File: src/design/bmhq_pkg.sv
// Package for the binary min-heap queue: shared codes, state, command and status flag types.
// Used by bmhq_ctrl, bmhq_datapath and binary_min_heap_queue_core; no dependencies.
`default_nettype none

package bmhq_pkg;

  localparam int VALUE_W  = 32;
  localparam int STATUS_W = 2;

  // Result status codes
  localparam logic [STATUS_W-1:0] ST_OK    = 2'd0;
  localparam logic [STATUS_W-1:0] ST_EMPTY = 2'd1;
  localparam logic [STATUS_W-1:0] ST_FULL  = 2'd2;

  // Operation kinds on the input channel
  localparam logic KIND_INSERT  = 1'b0;
  localparam logic KIND_EXTRACT = 1'b1;

  typedef enum logic [2:0] {
    S_IDLE,
    S_EX_LOAD,
    S_UP_READ,
    S_UP_CMP,
    S_DN_READ,
    S_DN_CMP,
    S_DONE
  } state_t;

  // Commands from the controller to the datapath
  typedef enum logic [3:0] {
    OP_NONE,
    OP_START_INS,
    OP_START_EXT,
    OP_REJECT_FULL,
    OP_REJECT_EMPTY,
    OP_LOAD_EXT,
    OP_UP_READ,
    OP_UP_MOVE,
    OP_DN_READ,
    OP_DN_MOVE,
    OP_PLACE,
    OP_EMIT
  } op_t;

  // Status flags from the datapath to the controller
  typedef struct packed {
    logic full;
    logic empty;
    logic at_root;
    logic no_child;
    logic parent_gt;
    logic child_lt;
    logic out_free;
  } stat_t;

endpackage

`default_nettype wire

File: src/design/binary_min_heap_queue_core.sv
// Binary min-heap priority queue: usage notes.
// Input channel s_*: one item per operation. s_tuser is the kind (insert or
// extract), s_tdata the signed value to insert (ignored on extract).
// Output channel m_*: one item per input item, carrying the extracted minimum
// (zero unless a successful extract), a status (ok, empty, full) and the
// entry count after the operation.
// Items are handled one at a time. The heap sits in a memory with one write
// and two registered read ports; the hole walks one level per read and
// compare state pair. An insert climbs until the value reaches the root or
// its parent is not greater; an extract puts the last entry at the root and
// sinks it until it has no child or no smaller child. A rejected operation
// goes straight to the result; the next item is taken after the emit.
// The result sits in an output register, so the next item is taken while it
// waits; if m_tready stays low, the following result is held back and the
// input stalls until the register frees.
// Reset empties the queue at once and drops any waiting result; no clearing
// pass is needed since only held entries are ever used.
`default_nettype none

module binary_min_heap_queue_core import bmhq_pkg::*; #(
  parameter int CAPACITY = 16
) (
  input  wire logic                     clk,
  input  wire logic                     rst,
  input  wire logic                     s_tvalid,
  output logic                          s_tready,
  input  wire logic [VALUE_W-1:0]       s_tdata,   // [31:0] value
  input  wire logic [0:0]               s_tuser,   // [0] kind
  output logic                          m_tvalid,
  input  wire logic                     m_tready,
  // [31:0] min_value, then status (2 bits), then count, zero padded to bytes
  output logic [((VALUE_W+STATUS_W+$clog2(CAPACITY+1)+7)/8)*8-1:0] m_tdata
);

  localparam int CW   = $clog2(CAPACITY + 1);
  localparam int TD_W = ((VALUE_W + STATUS_W + CW + 7) / 8) * 8;

  op_t                       op;
  stat_t                     stat;
  logic signed [VALUE_W-1:0] out_min;
  logic [STATUS_W-1:0]       out_status;
  logic [CW-1:0]             out_count;

  bmhq_ctrl u_ctrl (
    .clk      (clk),
    .rst      (rst),
    .in_valid (s_tvalid),
    .in_kind  (s_tuser[0]),
    .in_ready (s_tready),
    .stat     (stat),
    .op       (op)
  );

  bmhq_datapath #(
    .CAPACITY (CAPACITY)
  ) u_datapath (
    .clk        (clk),
    .rst        (rst),
    .op         (op),
    .in_value   ($signed(s_tdata)),
    .stat       (stat),
    .out_ready  (m_tready),
    .out_valid  (m_tvalid),
    .out_min    (out_min),
    .out_status (out_status),
    .out_count  (out_count)
  );

  // Pack the result item, lowest field first
  assign m_tdata = TD_W'({out_count, out_status, out_min});

endmodule

`default_nettype wire

File: src/design/bmhq_datapath.sv
// Datapath of the heap queue: heap memory, moving value, position, count and result register.
// Depends on bmhq_pkg; driven by commands from bmhq_ctrl.
`default_nettype none

module bmhq_datapath import bmhq_pkg::*; #(
  parameter int CAPACITY = 16
) (
  input  wire logic                          clk,
  input  wire logic                          rst,
  input  wire op_t                           op,
  input  wire logic signed [VALUE_W-1:0]     in_value,
  output stat_t                              stat,
  input  wire logic                          out_ready,
  output logic                               out_valid,
  output logic signed [VALUE_W-1:0]          out_min,
  output logic [STATUS_W-1:0]                out_status,
  output logic [$clog2(CAPACITY+1)-1:0]      out_count
);

  localparam int AW = (CAPACITY > 1) ? $clog2(CAPACITY) : 1;
  localparam int CW = $clog2(CAPACITY + 1);
  localparam int IW = AW + 2;

  logic signed [VALUE_W-1:0] mem [CAPACITY];
  logic signed [VALUE_W-1:0] rd_a;
  logic signed [VALUE_W-1:0] rd_b;
  logic signed [VALUE_W-1:0] val;
  logic [AW-1:0]             pos;
  logic [CW-1:0]             cnt;
  logic signed [VALUE_W-1:0] res_min;
  logic [STATUS_W-1:0]       res_st;

  logic [IW-1:0]             lc;
  logic [IW-1:0]             rc;
  logic [IW-1:0]             n_ext;
  logic [AW-1:0]             parent;
  logic                      rc_out;
  logic                      pick_right;
  logic signed [VALUE_W-1:0] pick_val;
  logic [AW-1:0]             pick_idx;
  logic [AW-1:0]             ra;
  logic [AW-1:0]             rb;

  // Child and parent positions of the hole
  assign lc         = IW'({pos, 1'b1});
  assign rc         = lc + IW'(1);
  assign n_ext      = IW'(cnt);
  assign parent     = AW'((pos - AW'(1)) >> 1);
  assign rc_out     = (rc >= n_ext);
  // Right child wins on a tie
  assign pick_right = !rc_out && !(rd_a < rd_b);
  assign pick_val   = pick_right ? rd_b : rd_a;
  assign pick_idx   = pick_right ? AW'(rc) : AW'(lc);

  // Flags for the controller
  always_comb begin
    stat.full      = (cnt == CW'(CAPACITY));
    stat.empty     = (cnt == '0);
    stat.at_root   = (pos == '0);
    stat.no_child  = (lc >= n_ext);
    stat.parent_gt = (rd_a > val);
    stat.child_lt  = (val > pick_val);
    stat.out_free  = !out_valid || out_ready;
  end

  // Read addresses per command
  always_comb begin
    ra = '0;
    rb = '0;
    case (op)
      OP_START_EXT: begin
        rb = AW'(cnt - CW'(1));
      end
      OP_UP_READ: begin
        ra = parent;
      end
      OP_DN_READ: begin
        ra = AW'(lc);
        rb = AW'(rc);
      end
      default: begin
      end
    endcase
  end

  // Heap memory: one write port, two registered read ports
  always_ff @(posedge clk) begin
    rd_a <= mem[ra];
    rd_b <= mem[rb];
    case (op)
      OP_PLACE:   mem[pos] <= val;
      OP_UP_MOVE: mem[pos] <= rd_a;
      OP_DN_MOVE: mem[pos] <= pick_val;
      default: begin
      end
    endcase
  end

  // Moving value, hole position and result fields
  always_ff @(posedge clk) begin
    case (op)
      OP_START_INS: begin
        val     <= in_value;
        pos     <= AW'(cnt);
        res_min <= '0;
        res_st  <= ST_OK;
      end
      OP_REJECT_FULL: begin
        res_min <= '0;
        res_st  <= ST_FULL;
      end
      OP_REJECT_EMPTY: begin
        res_min <= '0;
        res_st  <= ST_EMPTY;
      end
      OP_LOAD_EXT: begin
        res_min <= rd_a;
        val     <= rd_b;
        pos     <= '0;
        res_st  <= ST_OK;
      end
      OP_UP_MOVE: pos <= parent;
      OP_DN_MOVE: pos <= pick_idx;
      default: begin
      end
    endcase
  end

  // Entry count
  always_ff @(posedge clk) begin
    if (rst) begin
      cnt <= '0;
    end else if (op == OP_START_INS) begin
      cnt <= cnt + CW'(1);
    end else if (op == OP_LOAD_EXT) begin
      cnt <= cnt - CW'(1);
    end
  end

  // Output register: hold until taken
  always_ff @(posedge clk) begin
    if (rst) begin
      out_valid <= 1'b0;
    end else if (op == OP_EMIT) begin
      out_valid <= 1'b1;
    end else if (out_ready) begin
      out_valid <= 1'b0;
    end
  end

  always_ff @(posedge clk) begin
    if (op == OP_EMIT) begin
      out_min    <= res_min;
      out_status <= res_st;
      out_count  <= cnt;
    end
  end

endmodule

`default_nettype wire

File: src/design/bmhq_ctrl.sv
// Controller of the heap queue: sequences insert sift-up, extract sift-down, rejects and the result hand-off.
// Depends on bmhq_pkg; commands bmhq_datapath.
`default_nettype none

module bmhq_ctrl import bmhq_pkg::*; (
  input  wire logic  clk,
  input  wire logic  rst,
  input  wire logic  in_valid,
  input  wire logic  in_kind,
  output logic       in_ready,
  input  wire stat_t stat,
  output op_t        op
);

  state_t state;
  state_t state_next;

  always_ff @(posedge clk) begin
    if (rst) begin
      state <= S_IDLE;
    end else begin
      state <= state_next;
    end
  end

  // Next state
  always_comb begin
    state_next = state;
    unique case (state)
      S_IDLE: begin
        if (in_valid) begin
          if (in_kind == KIND_INSERT) begin
            state_next = stat.full ? S_DONE : S_UP_READ;
          end else begin
            state_next = stat.empty ? S_DONE : S_EX_LOAD;
          end
        end
      end
      S_EX_LOAD: state_next = S_DN_READ;
      S_UP_READ: state_next = stat.at_root ? S_DONE : S_UP_CMP;
      S_UP_CMP:  state_next = stat.parent_gt ? S_UP_READ : S_DONE;
      S_DN_READ: state_next = stat.no_child ? S_DONE : S_DN_CMP;
      S_DN_CMP:  state_next = stat.child_lt ? S_DN_READ : S_DONE;
      S_DONE:    state_next = stat.out_free ? S_IDLE : S_DONE;
      default:   state_next = S_IDLE;
    endcase
  end

  // Commands
  always_comb begin
    op       = OP_NONE;
    in_ready = 1'b0;
    unique case (state)
      S_IDLE: begin
        in_ready = 1'b1;
        if (in_valid) begin
          if (in_kind == KIND_INSERT) begin
            op = stat.full ? OP_REJECT_FULL : OP_START_INS;
          end else begin
            op = stat.empty ? OP_REJECT_EMPTY : OP_START_EXT;
          end
        end
      end
      S_EX_LOAD: op = OP_LOAD_EXT;
      S_UP_READ: op = stat.at_root ? OP_PLACE : OP_UP_READ;
      S_UP_CMP:  op = stat.parent_gt ? OP_UP_MOVE : OP_PLACE;
      S_DN_READ: op = stat.no_child ? OP_PLACE : OP_DN_READ;
      S_DN_CMP:  op = stat.child_lt ? OP_DN_MOVE : OP_PLACE;
      S_DONE:    op = stat.out_free ? OP_EMIT : OP_NONE;
      default:   op = OP_NONE;
    endcase
  end

endmodule

`default_nettype wire
File: config.mk
export PLATFORM = sky130hd
export DESIGN_NAME = binary_min_heap_queue_core
export DESIGN_NICKNAME = d
export VERILOG_FILES = /design/src/design/bmhq_pkg.sv /design/src/design/binary_min_heap_queue_core.sv /design/src/design/bmhq_datapath.sv /design/src/design/bmhq_ctrl.sv
export SDC_FILE = /design/constraint.sdc
export NUM_CORES = 1
export LEC_CHECK = 0
export BUFFER_PORTS_ARGS = -buffer_cell sky130_fd_sc_hd__clkbuf_2
export CORE_ASPECT_RATIO = 0.8
export CORE_MARGIN = 8
export CORE_UTILIZATION = 45
export CTS_BUF_LIST = sky130_fd_sc_hd__clkbuf_8 sky130_fd_sc_hd__clkbuf_16
export DETAILED_ROUTE_END_ITERATION = 8
export PLACE_DENSITY = 0.64
export SLEW_MARGIN = 20
export SYNTH_ARGS = -nofsm -noshare
export SYNTH_HDL_FRONTEND = slang
export SYNTH_SLANG_ARGS = --single-unit
File: constraint.sdc
create_clock -name clk -period 7.8 [get_ports clk]
set_input_delay 1.56 -clock clk [delete_from_list [all_inputs] [get_ports clk]]
set_output_delay 1.56 -clock clk [all_outputs]
set_load 0.05 [all_outputs]
==> results.toml <==
[cells_and_area]
area_growth_syn_to_layout_pct = 14.9
final_layout_size_suffix_gt1_share_pct = 14.2
fin_nets = 2615
fin_util_pct = 52.0

[placement]
dpl.hpwl_mm = 62.2
numPortBuffers = 77
gp_congestion = 0.920

[yosys]
avgSynthCellArea_um2 = 13.4
syn_area_um2 = 31800
ys.flop_type = "edfxtp_1"
synthArstFlopShare_pct = 0
ys_types = 67
synthCells = 2369
synth-edff-count = 621
yosysWarnings = 0
syn-num-nets = 2516
yosysSeqAreaShare_pct = 63.3
ys_ff_latch = 694

[min_path]
hold_path.class = "flop to flop"

[power_and_ir_drop]
clkPwrFrac_pct = 20.3
p_seq_share_pct = 32.0
leakage_nw = 13.1
power_density_nw_per_um2 = 483
combinationalPowerShare_pct = 47.7
p_switching_mw = 7.26
p_int_mw = 10.4
swShare_pct = 41.2
ir_worst_vdd_v = 0.000319
power_mw = 17.6

[route]
routed-wl-met3_mm = 11.6
highest-signal-layer = "met4"
wl_met1_mm = 41.6
dr.first_iter.drc_count = 2704
met2_length_mm = 42.6
wl_mm = 99.6
dr.pass1.iters = 7
num_vias = 22303
avgViaCountPerCell = 6.44
drc = 0
wl_per_cell_um = 28.8
antenna_left = 0

[sta]
setup_viol = 0
hold_slack_ns = 0.404
setup-tns-final_ns = 0
max-slew-margin-rel_pct = 23.8
layout_min_cycle_time_ns = 7.29
max_freq_mhz = 137
finalMaxSlewViolations = 0
tightestPinTransition_ns = 1.14
fin_crit_sh_pct = 93.4
finalClockSkew_ns = 0.0271
hold_violations = 0
rsz0062_at_grt = "false"

[critical_path]
critPathKind = "flop to flop"
slowest_delay_ns = 0.61
worst_setup_path_end_kind = "flop"
crit_required_ns = 8.27
crit_arrival_ns = 7.76
crit_slowest_cell = "nor4_2"
path_cells = "inv_1 > ha_1 > a21o_1 > a21o_1 > a21oi_1 > o21ai_0 > a221oi_1 > o21ai_0 > a31oi_1 > mux2i_4 > buf_12 > mux2i_1 > ha_1 > nand4_1 > nor4_2 > o31a_1 > o21ai_1 > a21boi_1 > nand4_1 > a21boi_4 > buf_12 > buf_12 > a221oi_1 > o2111ai_1"
cp_max_fo = 43
start_kind = "flop"
critPathMostFrequentCell = "buf_12"

[clock_network]
cts_buffers = 72
cts.path.max_buffers = 3
post_cts_buffers = 0
cts_sinks = 694
cts_hold_buffers = 0
clockRootBuffer = "clkbuf_16"
cts_resized = 0
cts_tree = "done"
h-tree-depth = 3
insertion_delay_ns = 0.63
cts.clk_slew.worst_paths_ns = 0.06

[floorplan]
fp.coreArea_um2 = 70200
die_area_um2 = 79400
die_h_um = 254
dieWidth_um = 313
io_pins = 79
rows = 87
start_util_pct = 45.3

[global_route]
gr-usage-all-layers_pct = 24.4
antenna_found_initial = 0
grt_pass1_vias = 21996
grt_max_degree = 85
grt_pass1_wl_mm = 145
grt_overflow = 0

[run_status]
outcome = "finished, final reports clean"

[run]
max_cap_violations = 0
[area by class of cell]
class / instances / area [µm²]
Fill cell: 5814 / 33700
Sequential cell: 694 / 20100
Multi-Input combinational cell: 1438 / 10900
Clock buffer: 82 / 1970
Timing Repair Buffer: 183 / 1560
Tap cell: 934 / 1170
Clock inverter: 51 / 500
Inverter: 79 / 297
Antenna cell: 1 / 2.50
[cells in the mapped netlist, drive strengths merged, types with 33 or more instances]
library cell	instances	area (µm²)
edfxtp	621	18600
mux2i	195	1950
a22o	189	1660
nand2	173	649
o21ai	151	756
a21oi	111	556
ha	110	1380
clkbuf	84	315
inv	79	297
nand3	76	380
buf	74	385
dfxtp	73	1460
nor2	48	196
a32o	36	360
a221oi	35	307
o22ai	35	225
a221o	33	330
[critical path: cells and delay by family, from the launching register on]
| kind | cells | cell delay (ns) |
|---|---|---|
| muxes | 2 | 0.43 |
| DFF | 1 | 0.52 |
| AOI/OAI and AO/OA | 13 | 3.24 |
| and+or+nand+nor | 3 | 1.23 |
| adders and majority gates | 2 | 0.69 |
| buffers and inverters | 4 | 0.95 |
[per-layer routing]
layer / up-vias / global-route usage, %
li1: 9624 / -
met1: 11092 / 34.0
met2: 1336 / 36.4
met3: 251 / 6.55
met4: 0 / 9.10
met5: - / 0
[worst paths after layout]
| check | slack, ns | depth (start not counted) | end | from |
|---|---|---|---|---|
| min | 0.40 | 0 | u_datapath.out_min[28]$_DFFE_PP_ | u_datapath.res_min[28]$_SDFFCE_PN0P_ |
| min reg2reg | 0.40 | 0 | u_datapath.out_min[28]$_DFFE_PP_ | u_datapath.res_min[28]$_SDFFCE_PN0P_ |
| max reg2reg | 0.51 | 24 | u_datapath.rd_b[17]$_DFF_P_ | u_datapath.rd_b[1]$_DFF_P_ |
| max | 0.51 | 24 | u_datapath.rd_b[17]$_DFF_P_ | u_datapath.rd_b[1]$_DFF_P_ |
[logic make-up after synthesis]
logic type,share of synthesized area (%)
other cells,0.0118
buf+inv,3.14
compound gates,16.6
fa+ha+maj,4.33
simple gates,6.13
flops,63.3
xor+xnor,0.331
mux,6.14
[power groups by stage]
stage          clock network, mW  logic [mW]  registers [mW]
2_1_floorplan                  0        5.37            5.42
3_3_place_gp                   0        8.07            5.67
3_5_place_dp                   0        8.23            5.67
4_1_cts                     3.61        8.27            5.59
5_1_grt                     3.73        9.01            5.66
6_report                    3.57        8.41            5.64
[cell usage in the layout (no fill, tap or decap), types with 7 or more instances in the layout]
cell         n
clkbuf_2    77
a21o_1      21
a21oi_1    109
nand2_1    172
edfxtp_1   621
nand3_1     75
clkbuf_8     7
o21ai_0    137
nor2b_1      7
a221oi_1    35
dfxtp_1     73
nor2_4      12
a32o_1      36
o21ai_1     12
nor2_1      35
xnor2_1      9
clkbuf_16   75
o2111ai_1   32
mux2i_1    193
nand4_1     23
o22ai_1     32
and3_1      32
nor3_1      12
inv_1      104
a22o_1     189
ha_1       110
o221a_2     32
buf_12      30
a221o_1     33
bufinv_16    9
buf_4       76
[state kept, by name (all words and copies together) (netlist names)]
| register | count |
|---|---|
| u_datapath.rd_a | 32 |
| u_datapath.out_min | 32 |
| u_datapath.cnt | 5 |
| u_ctrl.state | 3 |
| u_datapath.res_st | 2 |
| u_datapath.out_status | 2 |
| u_datapath.rd_b | 32 |
| u_datapath.val | 32 |
| u_datapath.out_count | 5 |
| u_datapath.mem | 512 |
| u_datapath.res_min | 32 |
| u_datapath.out_valid | 1 |
| u_datapath.pos | 4 |
[stage by stage]
step                area, µm²  std cells  worst slack [ns]
floorplan               31800       2369             0.112
global placement        34000       3328             0.611
detailed placement      34000       3328             0.440
CTS                     36500       3461             0.423
global route            36500       3461             0.196
finish                  36500       3462             0.512
Power figures use the tool's default switching activity.
